File: src/rtl/slot_pool_free_list_allocator_assert.svh
// Assertion macros for the slot pool RTL.
// Expects clk_i and rst_ni in the scope of the module that expands them.
`ifndef SLOT_POOL_FREE_LIST_ALLOCATOR_ASSERT_SVH
`define SLOT_POOL_FREE_LIST_ALLOCATOR_ASSERT_SVH

// Same-cycle implication, disabled while in reset.
`define SPFL_ASSERT_IMP(name, ante, cons, msg) \
  name: assert property (@(posedge clk_i) disable iff (!rst_ni) (ante) |-> (cons)) \
    else $error(msg);

// Next-cycle implication, disabled while in reset.
`define SPFL_ASSERT_NXT(name, ante, cons, msg) \
  name: assert property (@(posedge clk_i) disable iff (!rst_ni) (ante) |=> (cons)) \
    else $error(msg);

`endif

File: src/rtl/spfl_pkg.sv
// Shared types and constants for the slot pool allocator.
// No dependencies.
`timescale 1ns / 1ps

package spfl_pkg;

  typedef enum logic [2:0] {
    FN_ALLOC     = 3'd0,
    FN_FREE      = 3'd1,
    FN_CLEAR     = 3'd2,
    FN_FIND_NEXT = 3'd3,
    FN_FIND_PREV = 3'd4
  } func_e;

  typedef enum logic [1:0] {
    STS_OK   = 2'd0,
    STS_FULL = 2'd1,
    STS_BAD  = 2'd2,
    STS_NONE = 2'd3
  } status_e;

  localparam int EB_W = 13;
  localparam logic [EB_W-1:0] EB_MIN   = 13'd16;
  localparam logic [EB_W-1:0] EB_MAX   = 13'd4096;
  localparam logic [EB_W-1:0] EB_RESET = 13'd16;

  localparam int FUNC_W   = 3;
  localparam int SLOT_W   = 10;
  localparam int STATUS_W = 2;
  localparam int OFFS_W   = 22;
  localparam int USED_W   = 11;

  // Controls into the walk cursor
  typedef struct packed {
    logic load;
    logic step;
    logic down;
  } cur_ctrl_t;

  // Status back from the walk cursor
  typedef struct packed {
    logic at_end;
  } cur_flags_t;

endpackage

File: src/rtl/spfl_cursor.sv
// Walk cursor: one shared increment/decrement and end compare, stepped by the sequencer.
// Depends on spfl_pkg.
`timescale 1ns / 1ps

module spfl_cursor #(
  parameter int IW = 10,
  parameter int HW = 11
) (
  input  logic                   clk_i,
  input  logic                   rst_ni,
  input  spfl_pkg::cur_ctrl_t    ctrl_i,
  input  logic [IW-1:0]          load_val_i,
  input  logic [HW-1:0]          bound_i,
  output logic [IW-1:0]          cur_o,
  output logic [IW-1:0]          next_o,
  output spfl_pkg::cur_flags_t   flags_o
);

  localparam int NW = IW + 1;

  logic [IW-1:0] cur_q, cur_d;
  logic          down_q, down_d;
  logic [NW-1:0] sum;

  // Shared adder: +1 walking up, -1 walking down
  assign sum = {1'b0, cur_q} + (down_q ? {NW{1'b1}} : NW'(1));

  assign next_o         = sum[IW-1:0];
  assign cur_o          = cur_q;
  assign flags_o.at_end = down_q ? (cur_q == '0) : (sum >= NW'(bound_i));

  always_comb begin
    cur_d  = cur_q;
    down_d = down_q;
    if (ctrl_i.load) begin
      cur_d  = load_val_i;
      down_d = ctrl_i.down;
    end else if (ctrl_i.step) begin
      cur_d = sum[IW-1:0];
    end
  end

  always_ff @(posedge clk_i or negedge rst_ni) begin
    if (!rst_ni) begin
      cur_q  <= '0;
      down_q <= 1'b0;
    end else begin
      cur_q  <= cur_d;
      down_q <= down_d;
    end
  end

endmodule

File: config.mk
export PLATFORM = sky130hd
export DESIGN_NAME = spfl_cursor
export DESIGN_NICKNAME = d
export VERILOG_FILES = /design/src/rtl/slot_pool_free_list_allocator_assert.svh /design/src/rtl/spfl_pkg.sv /design/src/rtl/spfl_cursor.sv
export SDC_FILE = /design/constraint.sdc
export NUM_CORES = 1
export LEC_CHECK = 0
export BUFFER_PORTS_ARGS = -buffer_cell sky130_fd_sc_hd__buf_4
export CAP_MARGIN = 40
export CORE_ASPECT_RATIO = 1.4
export CORE_MARGIN = 3
export CORE_UTILIZATION = 50
export CTS_BUF_LIST = sky130_fd_sc_hd__clkbuf_16
export CTS_CLUSTER_DIAMETER = 80
export DETAILED_ROUTE_END_ITERATION = 8
export GPL_TIMING_DRIVEN = 0
export PLACE_DENSITY = 0.81
export SETUP_SLACK_MARGIN = 0.05
export SYNTH_ARGS = -nofsm -noshare
export SYNTH_HDL_FRONTEND = slang
export SYNTH_SLANG_ARGS = --single-unit
File: constraint.sdc
create_clock -name clk_i -period 3.44 [get_ports clk_i]
set_input_delay 0.172 -clock clk_i [delete_from_list [all_inputs] [get_ports clk_i]]
set_output_delay 0.172 -clock clk_i [all_outputs]
set_load 0.005 [all_outputs]
==> metrics.md, run 1 <==
| Metric | Value |
|---|---|
| Slew headroom | `around 60%` |
| Vias in the first global route | `between 1000 and 1500` |
| CTS clock-pin slew for the worst setup and hold paths | `0.04 ns` |
| Latest clock arrival within the worst-skew pair | `about 0.24 ns` |
| Non-filler cells, final | `around 260` |
| Syn Area/Cell | `roughly 8.1 sq um` |
| Top-area cell type share of the netlist area | `a little over a fifth` |
| Wire per inst | `~16 um` |
| Commonest non-fill, non-tap cell in the layout | `buf_4` |
| Syn. warnings | `0` |
| Num CTS Buffers | `3` |
| Startpoint types | `register` |
| Highest-count cells in the layout ignoring fill and taps | `53 x buf_4, 17 x ha_1, 16 x inv_1, 12 x o21ai_0, 12 x nand2_1` |
| Clk_skew | `0.00361 ns` |
| Synth Cell Area | `roughly 0.0013 sq mm` |
| CTS Sinks | `11` |
| Port-buffer cells | `between 40 and 50` |
| Layout cell share with drive strength beyond 1 | `between 30% and 40%` |
| Worst-Margin Slew | `0.596 ns` |
| Run status | `complete, no violations` |
| Vias | `1492` |
| Antenna cells | `0` |
| Post-Place Cells | `between 200 and 250` |
| Die Span Y | `around 66 um` |
| Hold Path Class | `input port to register` |
| I/O Pins | `47` |
| Final hold vios | `0` |
| Largest net degree at the start of global routing | `12` |
| Mean number of vias per cell | `between 5 and 6` |
| Placed inst area | `0.00166 sq mm` |
| Die width | `about 50 um` |
| Final Power | `1.10 mW` |
| DPL Wire Length | `between 2 and 3 mm` |
| Fin crit share | `between 90% and 100%` |
| Max cap viols | `0` |
| Peak supply drop | `between 0.4 and 0.5 mV` |
| Crit. End Element | `output port` |
| Seq/Total Area, Yosys | `a little over a fifth` |
| Leakage | `0.978 nW` |
| Pre-antenna DRT Iters | `4` |
| H-tree depth | `1` |
| Cell taking the most area after synthesis | `dfrtp_1` |
| Area Overhead vs Synth | `51.8%` |
| Max Slew Vio Count | `0` |
| Global-route wire length before repair | `approximately 6.3 mm` |
| Post-synthesis register bit count | `11` |
| Initial Util | `between 50 and 60%` |
| Core Region | `roughly 0.0024 sq mm` |
| CTS root buf | `clkbuf_16` |
| Critical Path AT | `between 3 and 4 ns` |
| Synth top area cells | `dfrtp_1 21%, ha_1 20%, inv_1 5.0%, xnor2_1 4.8%, o21ai_0 4.7%` |
| Post-route DRC | `0` |
| Synth Instances | `about 160` |
| Fmax achieved | `306 MHz` |
| Final min period | `approximately 3.3 ns` |
| Final core utilization | `80.5%` |
| Routability congestion estimate from global placement | `a little over 0.8` |
| TritonCTS clock tree | `done` |
| Final instance area | `0.00195 sq mm` |
| Initial antenna violation count | `0` |
| Largest fanout on the critical path | `7` |
| Die area | `0.00322 sq mm` |
| Required time worst endpoint | `3.27 ns` |
| Global route overflow | `0` |
| Net Count, Synth | `~210` |
| Post-synth cell types | `40` |
| Final ANT Viol Nets | `0` |
| P per Cell Area | `566 mW/mm^2` |
| Post-Route WL | `4.10 mm` |
| Final setup vio count | `0` |
| Nets | `between 200 and 300` |
| # rows | `21` |
| RSZ-0062 raised after global routing | `false` |
| Longest Clk Path Bufs | `2` |
| Tot GR Track Use | `around a quarter` |
| Worst Setup Path Type | `register to output port` |
| DR iter-0 viols | `81` |
final timing paths:
path | slack (ns) | end | cells past startpoint | start
setup / recovery | 0.17 | flags_o | 12 | down_q
hold / removal | 0.15 | cur_o[0] | 3 | load_val_i[0]
setup reg to reg | 1.17 | cur_o[9] | 8 | down_q
hold reg to reg | 0.65 | cur_o[5] | 2 | cur_o[5]
max in group asynchronous | 2.92 | down_q | 2 | rst_ni
min in group asynchronous | 0.35 | cur_o[7] | 2 | rst_ni
synth_stat cells:
cell type / number
a2111oi_0: 1
a211oi_1: 1
a21o_1: 5
a21oi_1: 10
a31o_1: 1
a31o_2: 1
a31oi_1: 1
and3_1: 1
and4_1: 1
buf_1: 1
clkbuf_1: 4
dfrtp_1: 11
fa_1: 1
ha_1: 20
inv_1: 17
mux2i_1: 4
nand2_1: 12
nand2b_1: 3
nand3_1: 10
nand4_1: 2
nor2_1: 6
nor2b_4: 1
nor3_1: 3
nor3b_1: 3
nor4_1: 2
o2111ai_1: 1
o211a_1: 1
o211ai_1: 3
o21a_1: 2
o21ai_0: 12
o21ai_1: 1
o221ai_1: 1
o22ai_1: 1
o31a_1: 1
o31ai_1: 1
or3_1: 3
or4_1: 1
or4b_1: 1
xnor2_1: 7
xor2_1: 1
layer usage:
metal  up-vias  wire length (um)  GRT usage (%)
met2        71              2290           47.6
met3        10               251           3.84
li1        707                 -              -
met5         -                 0              0
met4         0                99           10.3
met1       704              1460           26.0
area by class of cell:
type                       count  area [sq um]
clock buffer                   3          75.1
multi-input combinational    126          1010
sequential                    11           278
buffer                         5          18.8
clock inverter                 1          3.75
tap                           34          42.5
inverter                      17          68.8
timing repair buffer          58           453
fill                         161           470
what timing repair did:
item                       in CTS  in global routing
setup buffers                   2                 11
hold buffers                    1                  0
gates resized for setup         9                 14
setup endpoints to repair       1                  1
pin swaps                       1                  9
hold endpoints to repair       11                  0
sequential cells by signal, indices dropped and copies added (netlist names):
name	cells
cur_o	10
down_q	1
where the power goes:
part / internal [mW] / total [mW] / leakage, nW / switching [mW]
Sequential: 0.153 / 0.191 / 0.130 / 0.0380
Combinational: 0.376 / 0.704 / 0.805 / 0.327
Clock: 0.152 / 0.208 / 0.0423 / 0.0558
stage by stage:
step | setup TNS, ns | worst slack, ns | hold WS, ns
after detailed placement | -0.0562 | -0.0562 | 0.0142
after CTS | 0 | 0.0518 | 0.147
after global routing | 0 | 0.00737 | 0.175
final | 0 | 0.174 | 0.146
after floorplan | 0 | 0.434 | -0.124
after global placement | 0 | 0.00708 | 0.0101
logic make-up (layout without fill, tap and decap cells):
| kind of cell | after synthesis | count (layout) | synth area share [%] |
|---|---|---|---|
| AO/OA/AOI/OAI | 44 | 44 | 21.9 |
| XOR/XNOR | 8 | 8 | 5.46 |
| adder cells (fa/ha/maj) | 21 | 21 | 21.1 |
| buffers and inverters | 22 | 84 | 6.44 |
| flip-flops | 11 | 11 | 21.5 |
| multiplexers | 4 | 4 | 3.12 |
| AND/OR/NAND/NOR | 49 | 49 | 20.6 |
worst max-delay path, cell delays in order, from the launching register on:
cell	delay (ns)
dfrtp_2	0.49
buf_6	0.16
buf_4	0.14
ha_1	0.42
nor3_1	0.10
a2111oi_1	0.55
nand3_4	0.14
ha_4	0.23
and4_1	0.16
nand2_1	0.06
o211ai_1	0.07
a31o_2	0.22
buf_6	0.11
Note: power is estimated with default switching activity, not from simulation.
==> inputs of run 2 (changes only) <==
--- a/config.mk
+++ b/config.mk
@@ -6,5 +6,5 @@
 export NUM_CORES = 1
 export LEC_CHECK = 0
-export BUFFER_PORTS_ARGS = -buffer_cell sky130_fd_sc_hd__buf_4
+export BUFFER_PORTS_ARGS = -buffer_cell sky130_fd_sc_hd__buf_2
 export CAP_MARGIN = 40
 export CORE_ASPECT_RATIO = 1.4
==> constraint.sdc (replaced) <==
create_clock -name clk_i -period 3.44 [get_ports clk_i]
set_input_delay 0.516 -clock clk_i [delete_from_list [all_inputs] [get_ports clk_i]]
set_output_delay 0.516 -clock clk_i [all_outputs]
set_load 0.005 [all_outputs]
==> run 2 against run 1 <==
The flow now finishes with violations (negative setup slack). Worst setup slack worse by 0.34 ns. Sequential power down 3%. Largest cell class unchanged. Clock skew about the same. Combinational power down 8.8%.
==> metrics.md, run 2 (synthesized netlist as in run 1, its figures left out) <==
| Metric | Value |
|---|---|
| Global route overflow | `0 (unchanged)` |
| Final setup vio count | `1 (was 0)` |
| Vias in the first global route | `1564 (was 1440)` |
| Initial antenna violation count | `0 (unchanged)` |
| Run status | `complete, but fails checks (was complete, no violations)` |
| Core Region | `0.00242 sq mm (unchanged)` |
| Layout cell share with drive strength beyond 1 | `35.5% (was 34.8%)` |
| Fmax achieved | `277 MHz (was 306 MHz)` |
| Post-route DRC | `0 (unchanged)` |
| I/O Pins | `47 (unchanged)` |
| Wire per inst | `16.0 um (was 16.1 um)` |
| Largest net degree at the start of global routing | `12 (unchanged)` |
| RR Startpoint | `down_q (unchanged)` |
| Global-route wire length before repair | `6.63 mm (was 6.27 mm)` |
| Latest clock arrival within the worst-skew pair | `0.23 ns (was 0.24 ns)` |
| Vias | `1515 (was 1492)` |
| Slew headroom | `64.8% (was 60.2%)` |
| Placed inst area | `0.00155 sq mm (was 0.00166 sq mm)` |
| Hold Path Class | `input port to async pin (was input port to register)` |
| Crit. End Element | `output port (unchanged)` |
| RSZ-0062 raised after global routing | `true (was false)` |
| Max reg flops | `10 (unchanged)` |
| Post-Place Cells | `237 (unchanged)` |
| Final ANT Viol Nets | `0 (unchanged)` |
| Crit-path cells | `buf_12 > ha_4 > nor2b_4 > o31a_1 > o211a_1 > or4_1 > nand3_1 > ha_1 > and4_1 > nand2_1 > o211ai_1 > a31o_2 > buf_2 (was buf_6 > buf_4 > ha_1 > nor3_1 > a2111oi_1 > nand3_4 > ha_4 > and4_1 > nand2_1 > o211ai_1 > a31o_2 > buf_6)` |
| Area Overhead vs Synth | `40.8% (was 51.8%)` |
| Largest fanout on the critical path | `5 (was 7)` |
| Pre-antenna DRT Iters | `4 (unchanged)` |
| DR iter-0 viols | `39 (was 81)` |
| Fin crit share | `105% (was 94.9%)` |
| Worst Setup Path Type | `register to output port (unchanged)` |
| Leakage | `0.912 nW (was 0.978 nW)` |
| Commonest non-fill, non-tap cell in the layout | `buf_2 (was buf_4)` |
| Die Span Y | `65.9 um (unchanged)` |
| Post-Route WL | `4.02 mm (was 4.10 mm)` |
| Die width | `48.8 um (unchanged)` |
| Clk_skew | `0.00348 ns (was 0.00361 ns)` |
| Max Slew Vio Count | `0 (unchanged)` |
| Failing checks | `negative setup slack` |
| Post-route worst setup slack | `-0.164 ns (was 0.174 ns)` |
| Port-buffer cells | `44 (unchanged)` |
| P per Cell Area | `573 mW/mm^2 (was 566 mW/mm^2)` |
| Final min period | `3.60 ns (was 3.27 ns)` |
| Mean number of vias per cell | `6.04 (was 5.85)` |
| Final hold vios | `0 (unchanged)` |
| Startpoint types | `register (unchanged)` |
| Final instance area | `0.00181 sq mm (was 0.00195 sq mm)` |
| CTS clock-pin slew for the worst setup and hold paths | `0.04 ns (about the same)` |
| Peak supply drop | `0.492 mV (was 0.460 mV)` |
| Num CTS Buffers | `3 (unchanged)` |
| Antenna cells | `0 (unchanged)` |
| Critical Path AT | `3.09 ns (about the same)` |
| CTS root buf | `clkbuf_16 (unchanged)` |
| H-tree depth | `1 (unchanged)` |
| CTS Sinks | `11 (unchanged)` |
| Required time worst endpoint | `2.92 ns (was 3.27 ns)` |
| TritonCTS clock tree | `done (unchanged)` |
| Critical path startpoint | `down_q (unchanged)` |
| Longest Clk Path Bufs | `2 (unchanged)` |
| Worst-Margin Slew | `0.528 ns (was 0.596 ns)` |
| Die area | `0.00322 sq mm (unchanged)` |
| Hold Worst Slack | `0.149 ns (was 0.146 ns)` |
| DPL Wire Length | `2.91 mm (was 2.92 mm)` |
| Non-filler cells, final | `251 (was 255)` |
| Critical path's slowest cell | `dfrtp_2 (was a2111oi_1)` |
| Placement Setup Slack | `-0.372 ns (was -0.0562 ns)` |
| Crit path largest cell delay | `0.44 ns (was 0.55 ns)` |
| Routability congestion estimate from global placement | `0.850 (was 0.817)` |
| Highest-count cells in the layout ignoring fill and taps | `44 x buf_2, 17 x inv_1, 14 x ha_1, 12 x o21ai_0, 12 x nand2_1 (was 53 x buf_4, 17 x ha_1, 16 x inv_1, 12 x o21ai_0, 12 x nand2_1)` |
| Tot GR Track Use | `26.2% (was 24.6%)` |
| Max cap viols | `0 (unchanged)` |
| Final Power | `1.03 mW (was 1.10 mW)` |
| # rows | `21 (unchanged)` |
| Nets | `265 (was 269)` |
| Initial Util | `53.1% (unchanged)` |
==> run 2: final cells by class <==
cell class | count | area, sq um
Sequential cell | 11 | 279
Clock inverter | 1 | 3.75
Tap cell | 34 | 42.5
Multi-Input combinational cell | 126 | 1010
Timing Repair Buffer | 54 | 312
Fill cell | 190 | 612
Buffer | 5 | 18.8
Inverter | 17 | 66.3
Clock buffer | 3 | 75.1
==> run 2: path summary, 6_finish.rpt <==
path	cells past startpoint	slack, ns	endpoint
max	13	-0.16	flags_o
min	1	0.15	cur_o[7]
max reg2reg	9	1.07	cur_o[9]
min reg2reg	2	0.66	cur_o[5]
max in group asynchronous	1	3.06	down_q
min in group clk_i	3	0.50	down_q
==> run 2: repair_timing <==
item / in CTS / in global routing
buffers inserted: 5 / 5
endpoints found under the setup margin: 1 / 1
gates resized for setup: 17 / 4
pin swaps: 4 / 4
hold buffers: 0 / 0
==> run 2: through the flow <==
stage | utilization [%] | setup TNS (ns)
detailed placement | 63.9 | -0.372
global placement | 63.9 | -0.305
floorplan | - | 0
global route | 74.7 | -0.287
finish | 74.7 | -0.164
CTS | 72.1 | -0.127
==> run 2: layer usage <==
metal / track usage [%] / vias to the layer above / share of wire (%)
met4: 18.1 / 0 / 6.5
met1: 26.3 / 700 / 34
met5: 0 / - / 0
met2: 48.1 / 83 / 53
li1: - / 703 / -
met3: 4.97 / 29 / 5.7
==> run 2: worst max-delay path: cells and delay by family (launching register included) <==
family | cells | cell delay [ns]
flip-flops | 1 | 0.44
adder cells (fa/ha/maj) | 2 | 0.47
AND/OR/NAND/NOR | 5 | 0.86
AO/OA/AOI/OAI | 4 | 0.82
buffers and inverters | 2 | 0.27
==> run 2: power breakdown <==
part	switching, mW	internal, mW	total, mW	leakage, nW
Sequential	0.0325	0.153	0.186	0.129
Combinational	0.328	0.314	0.642	0.740
Clock	0.0540	0.152	0.206	0.0423
Total	0.414	0.620	1.03	0.912
